### config.mk
export PLATFORM = sky130hd
export DESIGN_NAME = keyed_ring_cache_core
export DESIGN_NICKNAME = d
export VERILOG_FILES = /design/src/krc_pkg.sv /design/src/keyed_ring_cache_core.sv /design/src/krc_cell.sv
export SDC_FILE = /design/constraint.sdc
export NUM_CORES = 2
export LEC_CHECK = 0
export BUFFER_PORTS_ARGS = -buffer_cell sky130_fd_sc_hd__buf_4
export CAP_MARGIN = 0
export CORE_ASPECT_RATIO = 1.75
export CORE_MARGIN = 2
export CORE_UTILIZATION = 37
export CTS_BUF_LIST = sky130_fd_sc_hd__clkbuf_2 sky130_fd_sc_hd__clkbuf_4 sky130_fd_sc_hd__clkbuf_8
export DETAILED_ROUTE_END_ITERATION = 7
export PLACE_DENSITY = 0.51
export SETUP_SLACK_MARGIN = 0.5
export SLEW_MARGIN = 20
export SYNTH_ARGS = -nofsm -noshare
export SYNTH_HDL_FRONTEND = slang
export SYNTH_SLANG_ARGS = --single-unit
### constraint.sdc
create_clock -name clk -period 25.9 [get_ports clk]
set_clock_uncertainty 0.2 [all_clocks]
set_input_delay 5.18 -clock clk [delete_from_list [all_inputs] [get_ports clk]]
set_output_delay 5.18 -clock clk [all_outputs]
set_load 0.02 [all_outputs]
### src/krc_pkg.sv
package krc_pkg;

	localparam int KEY_WIDTH  = 32;
	localparam int DATA_WIDTH = 32;
	localparam int CFG_WIDTH  = 5;

	// Request kinds carried in the kind field.
	localparam logic KIND_PUSH   = 1'b0;
	localparam logic KIND_LOOKUP = 1'b1;

	typedef struct packed {
		logic                  kind;
		logic [KEY_WIDTH-1:0]  key;
		logic [DATA_WIDTH-1:0] data;
	} req_t;

	typedef struct packed {
		logic                  hit;
		logic [DATA_WIDTH-1:0] data_res;
	} rsp_t;

	// Search token handed from one cell to the next. The recent flag marks a
	// hit taken from the part of the ring written since the pointer last wrapped.
	typedef struct packed {
		logic                  act;
		logic                  hit;
		logic                  recent;
		logic [DATA_WIDTH-1:0] data;
	} chain_t;

endpackage

### src/keyed_ring_cache_core.sv
// Keyed ring cache: a small associative store with first-in first-out
// replacement, built as a row of DEPTH cells, one entry per cell.
// Requests arrive on req (valid/ready). A push writes key and data into the
// entry at the replacement pointer, which then advances and wraps at the
// number of entries in use; a push leaves the block ready and gives no response.
// A lookup sends a search token through the row of cells, one cell per
// cycle; the block takes no further request from acceptance until the
// result has moved into the output register. The response holds hit and
// the data of the newest matching entry, or zero data on a miss.
// The cfg channel writes the number of entries in use; cfg_ready is always
// high, and writes are expected only while no request is in flight.
// Reset clears all valid bits, the pointer and the response register, and
// sets the size in use to 16 (or DEPTH if smaller).
// When the receiver stalls, the response waits in the output register; a
// further lookup may still run and parks its result until the register frees.
module keyed_ring_cache_core #(
	parameter int DEPTH = 16
) (
	input  logic                           clk,
	input  logic                           arst_n,
	input  logic                           req_valid,
	output logic                           req_ready,
	input  krc_pkg::req_t                  req,
	output logic                           rsp_valid,
	input  logic                           rsp_ready,
	output krc_pkg::rsp_t                  rsp,
	input  logic                           cfg_valid,
	output logic                           cfg_ready,
	input  logic [krc_pkg::CFG_WIDTH-1:0]  cfg_data
);
	import krc_pkg::*;

	localparam int IDX_W    = $clog2(DEPTH);
	localparam int CNT_W    = $clog2(DEPTH + 1);
	localparam int SIZE_RST = (DEPTH < 16) ? DEPTH : 16;

	typedef enum logic [1:0] {
		ST_IDLE,
		ST_SEARCH,
		ST_HOLD
	} state_t;

	state_t                state_q;
	logic [IDX_W-1:0]      ptr_q;
	logic [CNT_W-1:0]      size_q;
	logic [KEY_WIDTH-1:0]  key_q;
	logic                  start_q;
	logic                  rsp_valid_q;
	rsp_t                  rsp_q;
	rsp_t                  pend_q;

	logic [CNT_W-1:0]      cfg_size;
	logic [CNT_W-1:0]      ptr_eff;
	logic [CNT_W-1:0]      ptr_inc;
	logic [CNT_W-1:0]      ptr_next;
	logic                  req_acc;
	logic                  push_acc;
	logic                  rsp_free;
	logic                  rsp_load;
	logic [DEPTH-1:0]      wr_sel;
	chain_t                chain [DEPTH+1];
	chain_t                tail;

	// Size in use: zero acts as one, anything above DEPTH saturates.
	always_comb begin
		if (cfg_data == '0) begin
			cfg_size = CNT_W'(1);
		end else if (32'(cfg_data) > 32'(DEPTH)) begin
			cfg_size = CNT_W'(DEPTH);
		end else begin
			cfg_size = CNT_W'(cfg_data);
		end
	end

	// A pointer left beyond a lowered size restarts at entry zero.
	assign ptr_eff  = (CNT_W'(ptr_q) >= size_q) ? '0 : CNT_W'(ptr_q);
	assign ptr_inc  = ptr_eff + CNT_W'(1);
	assign ptr_next = (ptr_inc >= size_q) ? '0 : ptr_inc;

	assign req_ready = (state_q == ST_IDLE);
	assign req_acc   = req_valid && req_ready;
	assign push_acc  = req_acc && (req.kind == KIND_PUSH);
	assign rsp_free  = !rsp_valid_q || rsp_ready;
	assign cfg_ready = 1'b1;

	// A final search result moves into the output register in this cycle,
	// either straight from the tail of the row or from the parking register.
	assign rsp_load = rsp_free &&
		(((state_q == ST_SEARCH) && tail.act) || (state_q == ST_HOLD));

	// The token enters the first cell empty; each cell may replace the
	// candidate with its own entry as the token passes.
	assign chain[0] = '{act: start_q, hit: 1'b0, recent: 1'b0, data: '0};
	assign tail     = chain[DEPTH];

	for (genvar i = 0; i < DEPTH; i++) begin : g_cell
		assign wr_sel[i] = push_acc && (ptr_eff == CNT_W'(i));

		krc_cell #(
			.DEPTH (DEPTH),
			.INDEX (i)
		) u_cell (
			.clk       (clk),
			.arst_n    (arst_n),
			.wr_en     (wr_sel[i]),
			.wr_key    (req.key),
			.wr_data   (req.data),
			.look_key  (key_q),
			.size      (size_q),
			.ptr       (ptr_eff),
			.chain_in  (chain[i]),
			.chain_out (chain[i+1])
		);
	end

	always_ff @(posedge clk or negedge arst_n) begin
		if (!arst_n) begin
			state_q     <= ST_IDLE;
			ptr_q       <= '0;
			size_q      <= CNT_W'(SIZE_RST);
			key_q       <= '0;
			start_q     <= 1'b0;
			rsp_valid_q <= 1'b0;
			rsp_q       <= '0;
			pend_q      <= '0;
		end else begin
			start_q <= req_acc && (req.kind == KIND_LOOKUP);
			if (cfg_valid) begin
				size_q <= cfg_size;
			end
			if (rsp_load) begin
				rsp_valid_q <= 1'b1;
			end else if (rsp_ready) begin
				rsp_valid_q <= 1'b0;
			end
			unique case (state_q)
				ST_IDLE: begin
					if (push_acc) begin
						ptr_q <= IDX_W'(ptr_next);
					end else if (req_acc) begin
						key_q   <= req.key;
						state_q <= ST_SEARCH;
					end
				end
				ST_SEARCH: begin
					if (tail.act) begin
						// The token has left the last cell: the candidate is final.
						if (rsp_free) begin
							rsp_q   <= '{hit: tail.hit, data_res: tail.data};
							state_q <= ST_IDLE;
						end else begin
							pend_q  <= '{hit: tail.hit, data_res: tail.data};
							state_q <= ST_HOLD;
						end
					end
				end
				ST_HOLD: begin
					if (rsp_free) begin
						rsp_q   <= pend_q;
						state_q <= ST_IDLE;
					end
				end
				default: begin
					state_q <= ST_IDLE;
				end
			endcase
		end
	end

	assign rsp_valid = rsp_valid_q;
	assign rsp       = rsp_q;

endmodule

### src/krc_cell.sv
module krc_cell #(
	parameter int DEPTH = 16,
	parameter int INDEX = 0
) (
	input  logic                                clk,
	input  logic                                arst_n,
	input  logic                                wr_en,
	input  logic [krc_pkg::KEY_WIDTH-1:0]       wr_key,
	input  logic [krc_pkg::DATA_WIDTH-1:0]      wr_data,
	input  logic [krc_pkg::KEY_WIDTH-1:0]       look_key,
	input  logic [$clog2(DEPTH+1)-1:0]          size,
	input  logic [$clog2(DEPTH+1)-1:0]          ptr,
	input  krc_pkg::chain_t                     chain_in,
	output krc_pkg::chain_t                     chain_out
);
	import krc_pkg::*;

	localparam int CNT_W = $clog2(DEPTH + 1);

	logic                  valid_q;
	logic [KEY_WIDTH-1:0]  key_q;
	logic [DATA_WIDTH-1:0] data_q;
	chain_t                chain_q;
	logic                  in_range;
	logic                  recent;
	logic                  match;
	logic                  take;

	// Entries below the pointer were written after those at or above it, so
	// they win; within one group the higher index is newer and comes later.
	assign in_range = CNT_W'(INDEX) < size;
	assign recent   = CNT_W'(INDEX) < ptr;
	assign match    = valid_q && in_range && (key_q == look_key);
	assign take     = chain_in.act && match && (recent || !chain_in.recent);

	always_ff @(posedge clk or negedge arst_n) begin
		if (!arst_n) begin
			valid_q <= 1'b0;
			chain_q <= '0;
		end else begin
			if (wr_en) begin
				valid_q <= 1'b1;
			end
			chain_q.act <= chain_in.act;
			if (take) begin
				chain_q.hit    <= 1'b1;
				chain_q.recent <= recent;
				chain_q.data   <= data_q;
			end else begin
				chain_q.hit    <= chain_in.hit;
				chain_q.recent <= chain_in.recent;
				chain_q.data   <= chain_in.data;
			end
		end
	end

	always_ff @(posedge clk) begin
		if (wr_en) begin
			key_q  <= wr_key;
			data_q <= wr_data;
		end
	end

	assign chain_out = chain_q;

endmodule
After elaboration in Yosys (flattened, before gate mapping)
Index checks and enable logic that the tools add are counted.
Widths: inputs -> output; s select.
- eq/ne operators: 38
- reductions and logical operators: 127
- order comparisons: 35
- multiplexer cells: 32
- bitwise operators: 3
- $add $sub $neg: 1
- operators with widths (cell ; count):
    $mux 34 ; 16
    $eq 32x32->1 ; 16
    $mux 33 ; 3
    $logic_and 1x1->1 ; 84
    $pmux 33 s2 ; 1
    $lt 4x5->1 const A ; 8
    $eq 4x4->1 const B ; 8
    $lt 4x4->1 const A ; 8
    $lt 3x5->1 const A ; 4
    $logic_or 1x1->1 ; 17
    $eq 4x3->1 const B ; 4
    $logic_not 1->1 ; 16
    $lt 3x4->1 const A ; 4
    $logic_not 5->1 ; 2
    $lt 1x5->1 const A ; 2
    $lt 2x5->1 const A ; 2
    $mux 2 ; 5
    $mux 5 ; 2
    $eq 4x2->1 const B ; 2
    $lt 1x4->1 const A ; 2
    $lt 2x4->1 const A ; 2
    $mux 4 ; 2
    $reduce_and 4->1 ; 2
    $ne 2x2->1 const B ; 3
    15 further kinds ; 21
- register bits: 1710
- bits of input ports: 75

Depth between registers and ports, before layout
- depth after elaboration: 6
- mapped depth: 16
- mapped depth without buffers: 14

By module
A second synthesis with hierarchy kept.
- cell total of the unflattened synthesis: 3465
- area, all modules: 65081.2 sq um
- by module, submodules not included (module ; cells each ; times used ; area each (sq um)):
    keyed_ring_cache_core ; 404 ; 1 ; 4974.8
    krc_cell (g_cell[3].u_cell) ; 198 ; 1 ; 3829.9
    krc_cell (g_cell[10].u_cell) ; 199 ; 1 ; 3813.7
    krc_cell (g_cell[9].u_cell) ; 201 ; 1 ; 3793.6
    krc_cell (g_cell[11].u_cell) ; 191 ; 1 ; 3789.9
    krc_cell (g_cell[1].u_cell) ; 195 ; 1 ; 3789.9
    krc_cell (g_cell[4].u_cell) ; 197 ; 1 ; 3773.6
    krc_cell (g_cell[14].u_cell) ; 186 ; 1 ; 3772.4
    krc_cell (g_cell[13].u_cell) ; 190 ; 1 ; 3767.4
    krc_cell (g_cell[2].u_cell) ; 192 ; 1 ; 3763.6
    krc_cell (g_cell[6].u_cell) ; 188 ; 1 ; 3763.6
    krc_cell (g_cell[0].u_cell) ; 191 ; 1 ; 3751.1
    krc_cell (g_cell[5].u_cell) ; 187 ; 1 ; 3749.8
    krc_cell (g_cell[12].u_cell) ; 189 ; 1 ; 3748.6
    +3 rows ; -- ; -- ; --

Least setup slack after synthesis
Ideal clock, no wire load.
- kind: input to register
- start point: in req_valid
- end point: reg g_cell[7].u_cell.valid_q
- path slack: 13185 ps
- arrival time: 12412 ps
- path buffers: 1
- stages: 5
- data required time: 25597 ps
- path through: nand2_1 -> or2_2 -> clkbuf_1 -> nor4_1 -> or2_2
- longest elaborated chain between the ends: 3
- RTL lines (item ; line ; source):
    from (decl) ; keyed_ring_cache_core.sv:21 ; input logic req_valid,
    $logic_and 1x1->1 ; keyed_ring_cache_core.sv:81 ; assign req_acc = req_valid && req_ready;
    $logic_and 1x1->1 ; keyed_ring_cache_core.sv:82 ; assign push_acc = req_acc && (req.kind == KIND_PUSH);
    $logic_and 1x1->1 ; keyed_ring_cache_core.sv:97 ; assign wr_sel[i] = push_acc && (ptr_eff == CNT_W'(i));
    via g_cell[7].u_cell.wr_en ; krc_cell.sv:7 ; input logic wr_en,
    to (signal assigned) ; krc_cell.sv:38 ; valid_q <= 1'b0;
    to (signal assigned) ; krc_cell.sv:42 ; valid_q <= 1'b1;
    to (decl) ; krc_cell.sv:20 ; logic valid_q;
The timed path passes the listed nets, and every way through them passes these cells.
A chain may end at the register's enable or synchronous reset.

Final worst setup path
- start point: reg state_q[0]
- end point: out req_ready
- longest elaborated chain between the ends: 1
- RTL lines (item ; line ; source):
    from (decl) ; keyed_ring_cache_core.sv:43 ; state_t state_q;
    from (signal assigned) ; keyed_ring_cache_core.sv:118 ; state_q <= ST_IDLE;
    from (signal assigned) ; keyed_ring_cache_core.sv:142 ; state_q <= ST_SEARCH;
    from (signal assigned) ; keyed_ring_cache_core.sv:150 ; state_q <= ST_IDLE;
    $logic_not 2->1 ; keyed_ring_cache_core.sv:80 ; assign req_ready = (state_q == ST_IDLE);
    to (decl) ; keyed_ring_cache_core.sv:22 ; output logic req_ready,
No other way between the ends.

==> impl_results.md <==
* Post-synth cell types at 52
* Vias/cell at a little under 5
* Placeable Area at 168000 um^2
* Antenna violations before repair at 3
* Crit path cell chain: nor2_1 > buf_4
* Clk slew on worst S/H paths at 60 ps
* First-pass GRT wire length at 230000 um
* Startpoint types: flop
* CP Capture Type: primary output
* Final hold vios at 0
* GRT Overall Usage at 0.187
* Num CTS Buffers at 274
* Setup repair bufs after CTS at 0
* Slew HR at 0.161
* TritonCTS Sinks at roughly 1700
* Rows at a little under 200
* Die Ht at 548 um
* Layout cell share with drive strength beyond 1 at 0.321
* Clock network fraction of design power at 0.359
* RSZ-0062 raised after global routing: false
* CTS root buffer: clkbuf_8
* Placer Congestion at 0.794
* Sw Pwr at between 0.0015 and 0.002 W
* Worst setup path startpoint: state_q[0]$_DFFE_PN0P_
* Hold_ws at 173 ps
* Seq/Total Area, Yosys at 0.766
* R2R depth at 10
* Vias post-DR at 30900
* Syn_area_per_cell at 18.0 um^2
* Final Cycle Share at 0.298
* Post-Synthesis Cells at 3477
* H-Tree Depth at 5
* RR Endpoint: g_cell[3].u_cell.data_q[21]$_DFFE_PP_
* Mapped Nets at 3565
* Peak VDD IR at 58.8 uV
* Final setup viols at 0
* Pleak at ~28 nW
* Post-synth EDFFs at 1024
* Hold_buf cts at 0
* Worst hold path class: reg2reg
* Worst-margin pin slew at 1250 ps
* WP data required at approximately 21000 ps
* Vias in the first global route at ~33000
* Commonest non-fill, non-tap cells in the layout: 1024 x edfxtp_1, 659 x dfrtp_1, 537 x mux2_2, 320 x xor2_1, 310 x clkbuf_8
* Max-cap viol count at 0
* Worst path depth at 2
* Slowest CP cell: nor2_1
* Pre-Repair DR Iteration Count at 5
* Largest net degree at the start of global routing at 173
* DRC at 0
* Delay of the slowest cell on the worst path at 650 ps
* Routed Antenna Nets at 0
* Detailed Route WL at between 150000 and 200000 um
* Combinational share of power at 0.162
* Switching part of the total at 0.281
* Iter 0 DRT Violations at 2178
* Critical path type: reg2out
* Synth Warn # at 0
* Wire per inst at 25.6 um
* Internal at 0.00465 W
* Commonest non-fill, non-tap cell in the layout: edfxtp_1
* Clock buffer depth at 4
* Synth-to-Final Area Change at 14.8%
* Pwr/cell area at 90.0 nW/um^2
* Post-layout net count at 3890
* Num ports at 111
* TritonCTS clock tree: done
* Setup TNS at 0 ps
* Port bufs at 109
* Post-synthesis register bit count at 1710
* Dpl hpwl at 93400 um
* Status: finished, final reports clean
* Fin cells at 6207
* Family with the most delay on the worst path: simple AND/OR/NAND/NOR gates
* Post-Synthesis Cell Area at 62600 um^2
* Buffers and inverters on the worst path at 1
* Reg-to-reg slack, setup at 20920 ps
* FF-to-FF Start: ptr_q[2]$_DFFE_PN0P_
* Grt ovf at 0
* Fin crit period at 7720 ps
* Critical path data arrival time at ~2300 ps
* Ys flop type: edfxtp_1
* Slew Viols, Final at 0
* Sequential share of power at 0.479
* Post-Place Cells at 5735
* Die area at ~170000 um^2
* Worst skew pair latency at between 900 and 1000 ps
* Die span in x at 315 um
* Fmax at 0.130 GHz
* Max FO, Critical Path at 3
* Async SR Flop Fraction at 0.401
* Critical path endpoint: req_ready
* Initial core utilization at 0.372
* CTS resizes at 0
==> per-layer routing <==
layer | GRT usage | share of wire | up-vias
met1 | 0.212 | 0.38 | 16400
li1 | - | - | 13300
met3 | 0.0306 | 0.039 | 316
met2 | 0.350 | 0.55 | 795
met4 | 0.0679 | 0.032 | 0
met5 | 0 | 0 | -
==> power groups by stage <==
stage / registers (W) / logic, W / clock network (W)
2_1_floorplan: 0.00311 / 0.000612 / 0
3_3_place_gp: 0.00316 / 0.00104 / 0
3_5_place_dp: 0.00316 / 0.00106 / 0
4_1_cts: 0.00310 / 0.00106 / 0.00239
5_1_grt: 0.00311 / 0.00111 / 0.00251
6_report: 0.00310 / 0.00105 / 0.00232
==> registers in the layout, summed over array words and instances, names as in the netlist <==
| name | cells |
|---|---|
| rsp_valid | 1 |
| pend_q | 33 |
| start_q | 1 |
| state_q | 2 |
| g_cell.u_cell.chain_out | 559 |
| key_q | 32 |
| rsp | 33 |
| g_cell.u_cell.key_q | 512 |
| g_cell.u_cell.data_q | 512 |
| size_q | 5 |
| ptr_q | 4 |
| g_cell.u_cell.valid_q | 16 |
==> worst min path at each step <==
stage	to	slack, ps	from	cells after the start
floorplan	g_cell[3].u_cell.chain_out[34]$_DFF_PN0_	150	g_cell[2].u_cell.chain_out[34]$_DFF_PN0_	0
global placement	g_cell[12].u_cell.chain_out[34]$_DFF_PN0_	160	g_cell[11].u_cell.chain_out[34]$_DFF_PN0_	0
detailed placement	g_cell[12].u_cell.chain_out[34]$_DFF_PN0_	160	g_cell[11].u_cell.chain_out[34]$_DFF_PN0_	0
CTS	g_cell[12].u_cell.chain_out[34]$_DFF_PN0_	180	g_cell[11].u_cell.chain_out[34]$_DFF_PN0_	0
global route	g_cell[12].u_cell.chain_out[34]$_DFF_PN0_	180	g_cell[11].u_cell.chain_out[34]$_DFF_PN0_	0
finish	g_cell[12].u_cell.chain_out[34]$_DFF_PN0_	170	g_cell[11].u_cell.chain_out[34]$_DFF_PN0_	0
==> kinds of logic (layout without fill, tap and decap cells) <==
group,count (synthesis),in the layout,share of synthesized area
DFF,1710,1710,0.766
muxes,572,572,0.102
xor gates and xnor gates,500,500,0.0700
and+or+nand+nor,397,397,0.0349
buffers and inverters,173,689,0.0133
AOI/OAI and AO/OA,111,111,0.0113
adders and majority gates,13,13,0.00260
other,1,4,0.0000599
==> layout make-up <==
class	instances	area [um^2]
multi-input combinational	1594	14100
antenna	3	7.51
clock inverter	33	263
fill	15200	96200
tap	2211	2770
timing repair buffer	195	1530
clock buffer	434	5200
inverter	27	101
sequential	1710	47900
==> through the flow <==
step                area (um^2)  utilization  power (W)  setup slack [ps]
detailed placement        66300        0.395    0.00422             17650
CTS                       71800        0.427    0.00656             18130
global placement          66300        0.395    0.00420             17670
floorplan                 62600            -    0.00372             13190
global route              71900        0.428    0.00672             18080
finish                    71900        0.428    0.00647             18180
==> cells in the mapped netlist, types with 2 or more instances <==
master     count  area (um^2)
a2111oi_0      2         17.5
a21o_1         7         52.6
a21oi_1       42          210
a221oi_1       2         17.5
a31o_2         5         43.8
a32o_1         4         40.0
and2_1        33          206
and3_1         6         37.5
buf_1         14         52.6
buf_2         96          480
buf_6          8         90.1
clkbuf_1      27          101
dfrtp_1      685        17100
edfxtp_1    1024        30700
ha_1          13          163
inv_1         27          101
mux2_1         2         22.5
mux2_2       537         6050
mux2i_1       33          330
nand2_1       43          161
nand2b_1      19          119
nand3_1       21          105
nand3b_1       4         30.0
nand4_1       54          338
nor2_1        70          263
nor2b_1        6         37.5
nor3_1        19         95.1
nor4_1        92          576
o2111ai_1      7         61.3
o211ai_1       2         15.0
o21a_1         5         37.5
o21ai_0       23          115
o21ai_1        2         10.0
o22ai_1        3         18.8
or2_2         22          138
or4_1          4         30.0
xnor2_1      180         1580
xor2_1       320         2800
No activity file was read; power rests on OpenSTA's default activity.
